`src/sv/byte_shuffle_xor_cipher_macros.svh`:
```
// Assertion macros for the byte shuffle XOR cipher (clock i_clk, reset i_rst_n)
`ifndef BYTE_SHUFFLE_XOR_CIPHER_MACROS_SVH
`define BYTE_SHUFFLE_XOR_CIPHER_MACROS_SVH

// Same-cycle implication
`define BSX_CHECK(label, ante, cons, msg) \
    label: assert property (@(posedge i_clk) disable iff (!i_rst_n) (ante) |-> (cons)) \
        else $error(msg);

// Next-cycle implication
`define BSX_CHECK_NEXT(label, ante, cons, msg) \
    label: assert property (@(posedge i_clk) disable iff (!i_rst_n) (ante) |=> (cons)) \
        else $error(msg);

`endif

```
`src/sv/bsx_pkg.sv`:
```
// Shared types, constants and functions of the byte shuffle XOR cipher
`timescale 1ns / 1ps
`default_nettype none

package bsx_pkg;

    // Default message buffer depth in bytes
    localparam int BUFFER_BYTES_DEF = 64;
    localparam int KEY_BYTES        = 16;

    // Result status codes
    localparam logic [1:0] ST_OK       = 2'd0;
    localparam logic [1:0] ST_BAD_PAD  = 2'd1;
    localparam logic [1:0] ST_SHORT    = 2'd2;
    localparam logic [1:0] ST_OVERFLOW = 2'd3;

    // Configuration register indexes
    localparam logic REG_KEY_LOW  = 1'b0;
    localparam logic REG_KEY_HIGH = 1'b1;

    // Fixed IV mixed into the configured key
    localparam logic [7:0] CIPHER_IV [KEY_BYTES] = '{
        8'he0, 8'h20, 8'h3a, 8'h08, 8'h49, 8'h06, 8'h24, 8'h5c,
        8'hc2, 8'h29, 8'hac, 8'h12, 8'h91, 8'h95, 8'he4, 8'h79
    };

    // Sequencer states
    typedef enum logic [2:0] {
        S_IDLE,
        S_EVAL,
        S_ENC_RD,
        S_ENC_OUT,
        S_SCAN_RD,
        S_SCAN_CHK,
        S_DEC_RD,
        S_DEC_OUT
    } t_state;

    // Padding marker byte (pad - 1) from the low three bits of the length
    function automatic logic [7:0] pad_marker(input logic [2:0] len_low);
        logic [7:0] mark;
        if (len_low == 3'd7) begin
            mark = 8'd8;
        end else begin
            mark = 8'd7 - {5'd0, len_low};
        end
        return mark;
    endfunction

    // Effective key byte: configured byte XOR IV
    function automatic logic [7:0] key_byte(input logic [127:0] key, input logic [3:0] idx);
        return key[{idx, 3'b000} +: 8] ^ CIPHER_IV[idx];
    endfunction

endpackage

`default_nettype wire

```
`src/sv/bsx_store.sv`:
```
// Message byte store: one write port, one registered read port
`timescale 1ns / 1ps
`default_nettype none

module bsx_store #(
    parameter int  DEPTH = bsx_pkg::BUFFER_BYTES_DEF,
    localparam int AW    = $clog2(DEPTH)
) (
    input  wire logic          i_clk,
    input  wire logic          i_wr_en,
    input  wire logic [AW-1:0] i_wr_addr,
    input  wire logic [7:0]    i_wr_data,
    input  wire logic [AW-1:0] i_rd_addr,
    output logic      [7:0]    o_rd_data
);

    logic [7:0] r_mem [DEPTH];
    logic [7:0] r_rd_data;

    // Write and registered read
    always_ff @(posedge i_clk) begin
        if (i_wr_en) begin
            r_mem[i_wr_addr] <= i_wr_data;
        end
        r_rd_data <= r_mem[i_rd_addr];
    end

    assign o_rd_data = r_rd_data;

endmodule

`default_nettype wire

```
`src/sv/bsx_xform.sv`:
```
// Shared byte transform: position to source address, then key/pad mixing
`timescale 1ns / 1ps
`default_nettype none

module bsx_xform #(
    parameter int  BUFFER_BYTES = bsx_pkg::BUFFER_BYTES_DEF,
    localparam int AW           = $clog2(BUFFER_BYTES),
    localparam int CW           = $clog2(BUFFER_BYTES + 1),
    localparam int RW           = CW - 2
) (
    input  wire logic          i_decrypt,
    input  wire logic [AW-1:0] i_pos,
    input  wire logic [RW-1:0] i_rows,
    input  wire logic [CW-1:0] i_count,
    input  wire logic [127:0]  i_key,
    input  wire logic [7:0]    i_rd_data,
    output logic      [AW-1:0] o_rd_addr,
    output logic      [7:0]    o_value
);

    logic [AW-3:0] row;
    logic [1:0]    col;
    logic [RW-1:0] row_w;
    logic [RW-1:0] nrow;
    logic [1:0]    ncol;
    logic          tail;
    logic [AW-1:0] src;
    logic [7:0]    plain;

    assign row   = i_pos[AW-1:2];
    assign col   = i_pos[1:0];
    assign row_w = RW'(row);

    // Decrypt bytes past the last full row are only XORed
    assign tail = i_decrypt && (CW'(i_pos) >= {i_rows, 2'b00});

    // Row and column rotation: forward for encrypt, inverse for decrypt
    always_comb begin
        if (i_decrypt) begin
            nrow = (row_w == '0) ? (i_rows - RW'(1)) : (row_w - RW'(1));
            ncol = col - 2'd1;
        end else begin
            nrow = ((row_w + RW'(1)) == i_rows) ? '0 : (row_w + RW'(1));
            ncol = col + 2'd1;
        end
    end

    assign src       = tail ? i_pos : {nrow[AW-3:0], ncol};
    assign o_rd_addr = src;

    // Encrypt source beyond the message: marker then zeros
    always_comb begin
        if (CW'(src) < i_count) begin
            plain = i_rd_data;
        end else if (CW'(src) == i_count) begin
            plain = bsx_pkg::pad_marker(i_count[2:0]);
        end else begin
            plain = 8'h00;
        end
    end

    // Key applies at the output position on encrypt, at the stored position on decrypt
    always_comb begin
        if (i_decrypt) begin
            o_value = i_rd_data ^ bsx_pkg::key_byte(i_key, src[3:0]);
        end else begin
            o_value = plain ^ bsx_pkg::key_byte(i_key, i_pos[3:0]);
        end
    end

endmodule

`default_nettype wire

```
`src/sv/byte_shuffle_xor_cipher.sv`:
```
// Byte shuffle XOR cipher: message buffer, sequencer and output register
// Flow: bytes load 1 per cycle while not busy; after the last byte an evaluate state, then a
//   read and an output state per result byte, and on decrypt first a read and a check state per
//   byte scanned back to the marker; each result is registered and never stalls (one read port).
// Overflow and short errors give one result from the evaluate state; padding and
//   all-zero errors follow the scan. Synchronous active-low reset clears keys and sequencer.
`timescale 1ns / 1ps
`default_nettype none

`include "byte_shuffle_xor_cipher_macros.svh"

module byte_shuffle_xor_cipher #(
    parameter int BUFFER_BYTES = bsx_pkg::BUFFER_BYTES_DEF
) (
    input  wire logic        i_clk,
    input  wire logic        i_rst_n,
    // command channel
    input  wire logic        start,
    output logic             busy,
    input  wire logic        i_mode,
    input  wire logic [7:0]  i_data_byte,
    input  wire logic        i_msg_last,
    // configuration writes
    input  wire logic        i_cfg_wr_en,
    input  wire logic        i_cfg_addr,
    input  wire logic [63:0] i_cfg_data,
    // results
    output logic             o_out_valid,
    output logic      [7:0]  o_out_byte,
    output logic             o_out_last,
    output logic      [1:0]  o_status,
    output logic      [6:0]  o_result_length
);

    localparam int AW = $clog2(BUFFER_BYTES);
    localparam int CW = $clog2(BUFFER_BYTES + 1);
    localparam int RW = CW - 2;

    bsx_pkg::t_state r_state, n_state;
    logic [63:0]     r_key_low, r_key_high;
    logic [CW-1:0]   r_count, n_count;
    logic            r_ovf, n_ovf;
    logic            r_mode, n_mode;
    logic [AW-1:0]   r_pos, n_pos;
    logic [RW-1:0]   r_rows, n_rows;
    logic [CW-1:0]   r_len, n_len;

    logic            r_out_valid, n_out_valid;
    logic [7:0]      r_out_byte, n_out_byte;
    logic            r_out_last, n_out_last;
    logic [1:0]      r_status, n_status;
    logic [CW-1:0]   r_result_length, n_result_length;

    logic            wr_en;
    logic [AW-1:0]   rd_addr;
    logic [7:0]      rd_data;
    logic [7:0]      xf_value;
    logic [CW:0]     enc_total;
    logic [CW-1:0]   zcnt;
    logic [CW-1:0]   dec_len;
    logic            pos_last;
    logic            err_fire;
    logic [1:0]      err_code;
    logic            finish;

    assign busy = (r_state != bsx_pkg::S_IDLE);

    // Store takes bytes while there is room
    assign wr_en = start && !busy && (r_count < CW'(BUFFER_BYTES));

    bsx_store #(
        .DEPTH (BUFFER_BYTES)
    ) u_store (
        .i_clk     (i_clk),
        .i_wr_en   (wr_en),
        .i_wr_addr (AW'(r_count)),
        .i_wr_data (i_data_byte),
        .i_rd_addr (rd_addr),
        .o_rd_data (rd_data)
    );

    bsx_xform #(
        .BUFFER_BYTES (BUFFER_BYTES)
    ) u_xform (
        .i_decrypt (r_mode),
        .i_pos     (r_pos),
        .i_rows    (r_rows),
        .i_count   (r_count),
        .i_key     ({r_key_high, r_key_low}),
        .i_rd_data (rd_data),
        .o_rd_addr (rd_addr),
        .o_value   (xf_value)
    );

    // Padded encrypt length, trailing-zero count and decrypt result length
    assign enc_total = {1'b0, r_count}
                     + (CW+1)'(bsx_pkg::pad_marker(r_count[2:0])) + (CW+1)'(1);
    assign zcnt      = r_count - CW'(1) - CW'(r_pos);
    assign dec_len   = (zcnt == '0) ? r_count : CW'(r_pos);
    assign pos_last  = ((CW'(r_pos) + CW'(1)) == r_len);

    // Sequencer: next state and outputs
    always_comb begin
        n_state         = r_state;
        n_count         = r_count;
        n_ovf           = r_ovf;
        n_mode          = r_mode;
        n_pos           = r_pos;
        n_rows          = r_rows;
        n_len           = r_len;
        n_out_valid     = 1'b0;
        n_out_byte      = r_out_byte;
        n_out_last      = r_out_last;
        n_status        = r_status;
        n_result_length = r_result_length;
        err_fire        = 1'b0;
        err_code        = bsx_pkg::ST_OK;
        finish          = 1'b0;

        unique case (r_state)
            bsx_pkg::S_IDLE: begin
                if (start) begin
                    if ((r_count == '0) && !r_ovf) begin
                        n_mode = i_mode;
                    end
                    if (r_count < CW'(BUFFER_BYTES)) begin
                        n_count = r_count + CW'(1);
                    end else begin
                        n_ovf = 1'b1;
                    end
                    if (i_msg_last) begin
                        n_state = bsx_pkg::S_EVAL;
                    end
                end
            end
            bsx_pkg::S_EVAL: begin
                if (r_ovf) begin
                    err_fire = 1'b1;
                    err_code = bsx_pkg::ST_OVERFLOW;
                    finish   = 1'b1;
                end else if (!r_mode) begin
                    if (enc_total > (CW+1)'(BUFFER_BYTES)) begin
                        err_fire = 1'b1;
                        err_code = bsx_pkg::ST_OVERFLOW;
                        finish   = 1'b1;
                    end else begin
                        n_rows  = RW'(enc_total >> 2);
                        n_len   = CW'(enc_total);
                        n_pos   = '0;
                        n_state = bsx_pkg::S_ENC_RD;
                    end
                end else if (r_count < CW'(4)) begin
                    err_fire = 1'b1;
                    err_code = bsx_pkg::ST_SHORT;
                    finish   = 1'b1;
                end else begin
                    n_rows  = RW'(r_count >> 2);
                    n_pos   = AW'(r_count - CW'(1));
                    n_state = bsx_pkg::S_SCAN_RD;
                end
            end
            bsx_pkg::S_ENC_RD: begin
                n_state = bsx_pkg::S_ENC_OUT;
            end
            bsx_pkg::S_DEC_RD: begin
                n_state = bsx_pkg::S_DEC_OUT;
            end
            bsx_pkg::S_ENC_OUT, bsx_pkg::S_DEC_OUT: begin
                n_out_valid     = 1'b1;
                n_out_byte      = xf_value;
                n_out_last      = pos_last;
                n_status        = bsx_pkg::ST_OK;
                n_result_length = r_len;
                if (pos_last) begin
                    finish = 1'b1;
                end else begin
                    n_pos   = r_pos + AW'(1);
                    n_state = (r_state == bsx_pkg::S_ENC_OUT) ? bsx_pkg::S_ENC_RD
                                                               : bsx_pkg::S_DEC_RD;
                end
            end
            bsx_pkg::S_SCAN_RD: begin
                n_state = bsx_pkg::S_SCAN_CHK;
            end
            bsx_pkg::S_SCAN_CHK: begin
                // Walk back over trailing zeros, then check the marker
                if (xf_value != 8'h00) begin
                    if ((zcnt != '0) && (xf_value != 8'(zcnt))) begin
                        err_fire = 1'b1;
                        err_code = bsx_pkg::ST_BAD_PAD;
                        finish   = 1'b1;
                    end else if (dec_len == '0) begin
                        finish = 1'b1;
                    end else begin
                        n_len   = dec_len;
                        n_pos   = '0;
                        n_state = bsx_pkg::S_DEC_RD;
                    end
                end else if (r_pos == '0) begin
                    err_fire = 1'b1;
                    err_code = bsx_pkg::ST_SHORT;
                    finish   = 1'b1;
                end else begin
                    n_pos   = r_pos - AW'(1);
                    n_state = bsx_pkg::S_SCAN_RD;
                end
            end
        endcase

        // Single flagged result on any error
        if (err_fire) begin
            n_out_valid     = 1'b1;
            n_out_byte      = 8'h00;
            n_out_last      = 1'b1;
            n_status        = err_code;
            n_result_length = '0;
        end

        // End of message: ready for the next one
        if (finish) begin
            n_count = '0;
            n_ovf   = 1'b0;
            n_state = bsx_pkg::S_IDLE;
        end
    end

    // Control registers and key registers
    always_ff @(posedge i_clk) begin
        if (!i_rst_n) begin
            r_state     <= bsx_pkg::S_IDLE;
            r_count     <= '0;
            r_ovf       <= 1'b0;
            r_mode      <= 1'b0;
            r_out_valid <= 1'b0;
            r_key_low   <= '0;
            r_key_high  <= '0;
        end else begin
            r_state     <= n_state;
            r_count     <= n_count;
            r_ovf       <= n_ovf;
            r_mode      <= n_mode;
            r_out_valid <= n_out_valid;
            if (i_cfg_wr_en) begin
                unique case (i_cfg_addr)
                    bsx_pkg::REG_KEY_LOW:  r_key_low  <= i_cfg_data;
                    bsx_pkg::REG_KEY_HIGH: r_key_high <= i_cfg_data;
                endcase
            end
        end
    end

    // Datapath and result payload registers
    always_ff @(posedge i_clk) begin
        r_pos           <= n_pos;
        r_rows          <= n_rows;
        r_len           <= n_len;
        r_out_byte      <= n_out_byte;
        r_out_last      <= n_out_last;
        r_status        <= n_status;
        r_result_length <= n_result_length;
    end

    assign o_out_valid     = r_out_valid;
    assign o_out_byte      = r_out_byte;
    assign o_out_last      = r_out_last;
    assign o_status        = r_status;
    assign o_result_length = 7'(r_result_length);

    // Checks
    `BSX_CHECK(a_err_shape, o_out_valid && (o_status != bsx_pkg::ST_OK), o_out_last && (o_out_byte == 8'h00) && (o_result_length == 7'd0), "error result not zero and last")
    `BSX_CHECK(a_more_busy, o_out_valid && !o_out_last, busy, "idle while results remain")
    `BSX_CHECK(a_count_bound, 1'b1, r_count <= CW'(BUFFER_BYTES), "byte count past buffer depth")
    `BSX_CHECK_NEXT(a_last_busy, start && !busy && i_msg_last, busy, "not busy after final byte")

endmodule

`default_nettype wire
```
`config.mk`:
```
export PLATFORM = sky130hd
export DESIGN_NAME = byte_shuffle_xor_cipher
export DESIGN_NICKNAME = d
export VERILOG_FILES = /design/src/sv/bsx_pkg.sv /design/src/sv/bsx_store.sv /design/src/sv/bsx_xform.sv /design/src/sv/byte_shuffle_xor_cipher.sv
export VERILOG_INCLUDE_DIRS = /design/src /design/src/sv
export SDC_FILE = /design/constraint.sdc
export NUM_CORES = 1
export LEC_CHECK = 0
export BUFFER_PORTS_ARGS = -buffer_cell sky130_fd_sc_hd__clkbuf_2
export CAP_MARGIN = 20
export CELL_PAD_IN_SITES_DETAIL_PLACEMENT = 0
export CELL_PAD_IN_SITES_GLOBAL_PLACEMENT = 1
export CORE_UTILIZATION = 35
export DETAILED_ROUTE_END_ITERATION = 10
export PLACE_DENSITY_LB_ADDON = 0.05
export RECOVER_POWER = 25
export SYNTH_ARGS = -nofsm -noshare
export SYNTH_HDL_FRONTEND = slang
export SYNTH_SLANG_ARGS = --single-unit
```
`constraint.sdc`:
```
create_clock -name i_clk -period 10.9 [get_ports i_clk]
set_clock_uncertainty 0.2 [all_clocks]
set_input_delay 2.18 -clock i_clk [delete_from_list [all_inputs] [get_ports i_clk]]
set_output_delay 2.18 -clock i_clk [all_outputs]
set_load 0.02 [all_outputs]
```
==> out/results.tsv <==
metric	value	unit
areaGrowthSynthToFinish	12.4	%
violations	max-capacitance violations, max-slew violations	
fmax	123	MHz
clockRootBuffer	clkbuf_16	
path_max_fanout	39	
met2_wirelength	56.7	mm
wl_met1	52.0	mm
worstHoldPathType	flop to flop	
row_count	112	
relSlewSlack	-1.40	
synth_top_family_by_area	compound AO/OA/AOI/OAI gates	
final_net_count	3233	
clk_latency	660	ps
portBuffers	98	
drv_cap	9	
nFillCells	9095	
worst_path_dominant_cell_family	simple AND/OR/NAND/NOR gates	
setup_viol	0	
grt_pass1_vias	24100	
design.core.area	93500	um2
vias_per_cell	5.60	
slew_viol_final	555	
cp-endpoint	r_pos[3]$_DFFE_PP_	
numCtsBuffers	80	
cp.required	10980	ps
clockBufferDepth	3	
drc	0	
final_cell_mix	nand2_1, edfxtp_1, a21oi_1	
maxUsedRoutingLayer	met4	
yosysUniqueCellTypes	96	
fin_crit	8150	ps
powerDensity	188	nW/um2
synth_xor_area_frac	0.0221	
vias	24800	
rr_worst_depth	27	
rsz0062_at_grt	no	
yosys.area.top_type	edfxtp_1	
cts.clk_slew.worst_paths	60	ps
postCtsSetupBuffers	0	
seq_area_frac_synth	0.583	
r2r-start	r_pos[3]$_DFFE_PP_	
htree_num_levels	3	
vdd_drop_max	0.122	mV
layout_commonest_cell	nand2_1	
reg2reg_setup_slack	2750	ps
synth_seq_cells	697	
ioPinCount	99	
synth_adder_area_share	0.0157	
fin_setup_tns	0	ps
finalHoldViolCount	0	
p_leak	0.0126	uW
totalWireLength	117	mm
critPathCaptureType	flop	
dp_hpwl	73.9	mm
gp_congestion	0.861	
yosys.area_share.simple	0.154	
path_depth	27	
synth_enable_flop_cells	532	
synthCells	3096	
grt_usage	0.245	
finalCritPeriodShare	0.748	
postSynthAreaPerCell	10.7	um2
clock-sinks	697	
dr_wl_met3	5.60	mm
critPathLaunch	r_pos[3]$_DFFE_PP_	
worstSetupStartpointType	flop	
grt_antenna_before_repair	1	
drtPass1Iterations	6	
dieArea	95700	um2
start_util	0.354	
ant_nets	0	
wl_per_cell	26.5	um
synthTopCellsByArea	edfxtp_1, dfxtp_1, nand2_1	
critical_path.max_stage_delay	720	ps
worstMarginPinSlew	3600	ps
synth_top_area_share	0.483	
grt_max_degree	108	
r2r-end	r_pos[3]$_DFFE_PP_	
min_from	o_result_length[6]$_SDFFE_PP0N_	
multiInputGateArea	12800	um2
grt-ovfl-total	0	
cts_hold_buf	0	
die_y	309	um
synth_fp_nets	3216	
slowest_stage	nor4_2	
synth.area.mux_share	0.0299	
drt_iter0_markers	2514	
cts_tree	done	
num_antenna_cells	0	
outcome	finished, violations left	
drive_gt1_frac	0.104	
yosysWarnings	0	
die_w	309	um
worstPathArrival	8220	ps
synth-compound-area-share	0.163	
final_util	0.398	
grt_pass1_wl	172	mm
synthesis.area	33100	um2
criticalPathCategory	flop to flop	
worst_hold_slack	255	ps
crit_buf_inv	7	
regArea	19300	um2
synth_async_sr_flop_share	0	
synthFlopType	edfxtp_1	
postCtsResizedCells	0	
==> metrics by stage <==
stage          power, uW  instance area (um2)  instances  setup slack, ps
2_1_floorplan       3910                33100       3096             3410
3_3_place_gp        4460                34700       4282             2920
3_5_place_dp        4470                34700       4283             2910
4_1_cts             7060                37200       4421             2860
5_1_grt             7270                37200       4423             2190
6_report            6990                37200       4423             2750
==> sequential cells by signal, indices dropped and copies added (netlist names), 2 cells and up <==
register           count
o_out_byte             8
o_result_length        7
o_status               2
r_count                7
r_key_high            64
r_key_low             64
r_len                  7
r_pos                  6
r_rows                 5
r_state                3
u_store.o_rd_data      8
u_store.r_mem        512
==> cell type report <==
type | instances | share of cell area
Sequential cell | 697 | 0.519
Multi-Input combinational cell | 2138 | 0.343
Clock buffer | 103 | 0.0570
Tap cell | 1254 | 0.0422
Timing Repair Buffer | 157 | 0.0254
Clock inverter | 35 | 0.00899
Inverter | 39 | 0.00407
==> kinds of logic (layout without fill, tap and decap cells) <==
| kind of cell | Yosys count | count (layout) |
|---|---|---|
| flops | 697 | 697 |
| simple gates | 1183 | 1183 |
| buf+inv | 261 | 334 |
| xor+xnor | 76 | 76 |
| fa+ha+maj | 41 | 41 |
| compound gates | 767 | 767 |
| mux | 71 | 71 |
==> cell usage after synthesis (all sizes together), types with 9 or more instances <==
| master | n |
|---|---|
| a211oi | 52 |
| a21boi | 133 |
| a21o | 15 |
| a21oi | 194 |
| a221oi | 91 |
| a22oi | 21 |
| a311oi | 23 |
| a31oi | 26 |
| and2 | 9 |
| and3 | 42 |
| buf | 84 |
| clkbuf | 138 |
| dfxtp | 165 |
| edfxtp | 532 |
| ha | 40 |
| inv | 34 |
| mux2i | 46 |
| mux4 | 22 |
| nand2 | 759 |
| nand3 | 119 |
| nand4 | 23 |
| nor2 | 126 |
| nor2b | 14 |
| nor3 | 44 |
| o211ai | 22 |
| o21ai | 90 |
| o21bai | 12 |
| o22ai | 14 |
| o311ai | 12 |
| xnor2 | 55 |
| xor2 | 17 |
==> worst min-delay path, cell delays in order, from the launching register on <==
cell and delay [ps]:
dfxtp_1 310, nand2_1 50, a21oi_1 50
==> metal layers <==
layer  vias up  track usage
li1      11400            -
met3       139       0.0287
met2       765        0.410
met1     12400        0.335
met4         0       0.0645
met5         -            0
==> power by group <==
group,switching (uW),internal [uW]
Combinational,937,461
Clock,1130,1450
Sequential,81.0,2930
Total,2150,4840
==> how the worst min path moves through the flow <==
stage | endpoint | slack, ps | cells past startpoint
6_report | o_result_length[6]$_SDFFE_PP0N_ | 260 | 2
5_1_grt | o_result_length[6]$_SDFFE_PP0N_ | 290 | 2
3_5_place_dp | o_result_length[6]$_SDFFE_PP0N_ | 260 | 2
3_3_place_gp | o_result_length[6]$_SDFFE_PP0N_ | 240 | 2
4_1_cts | o_result_length[6]$_SDFFE_PP0N_ | 260 | 2
2_1_floorplan | r_key_low[44]$_SDFFE_PN0P_ | 240 | 2
No activity file was read; power rests on OpenSTA's default activity.
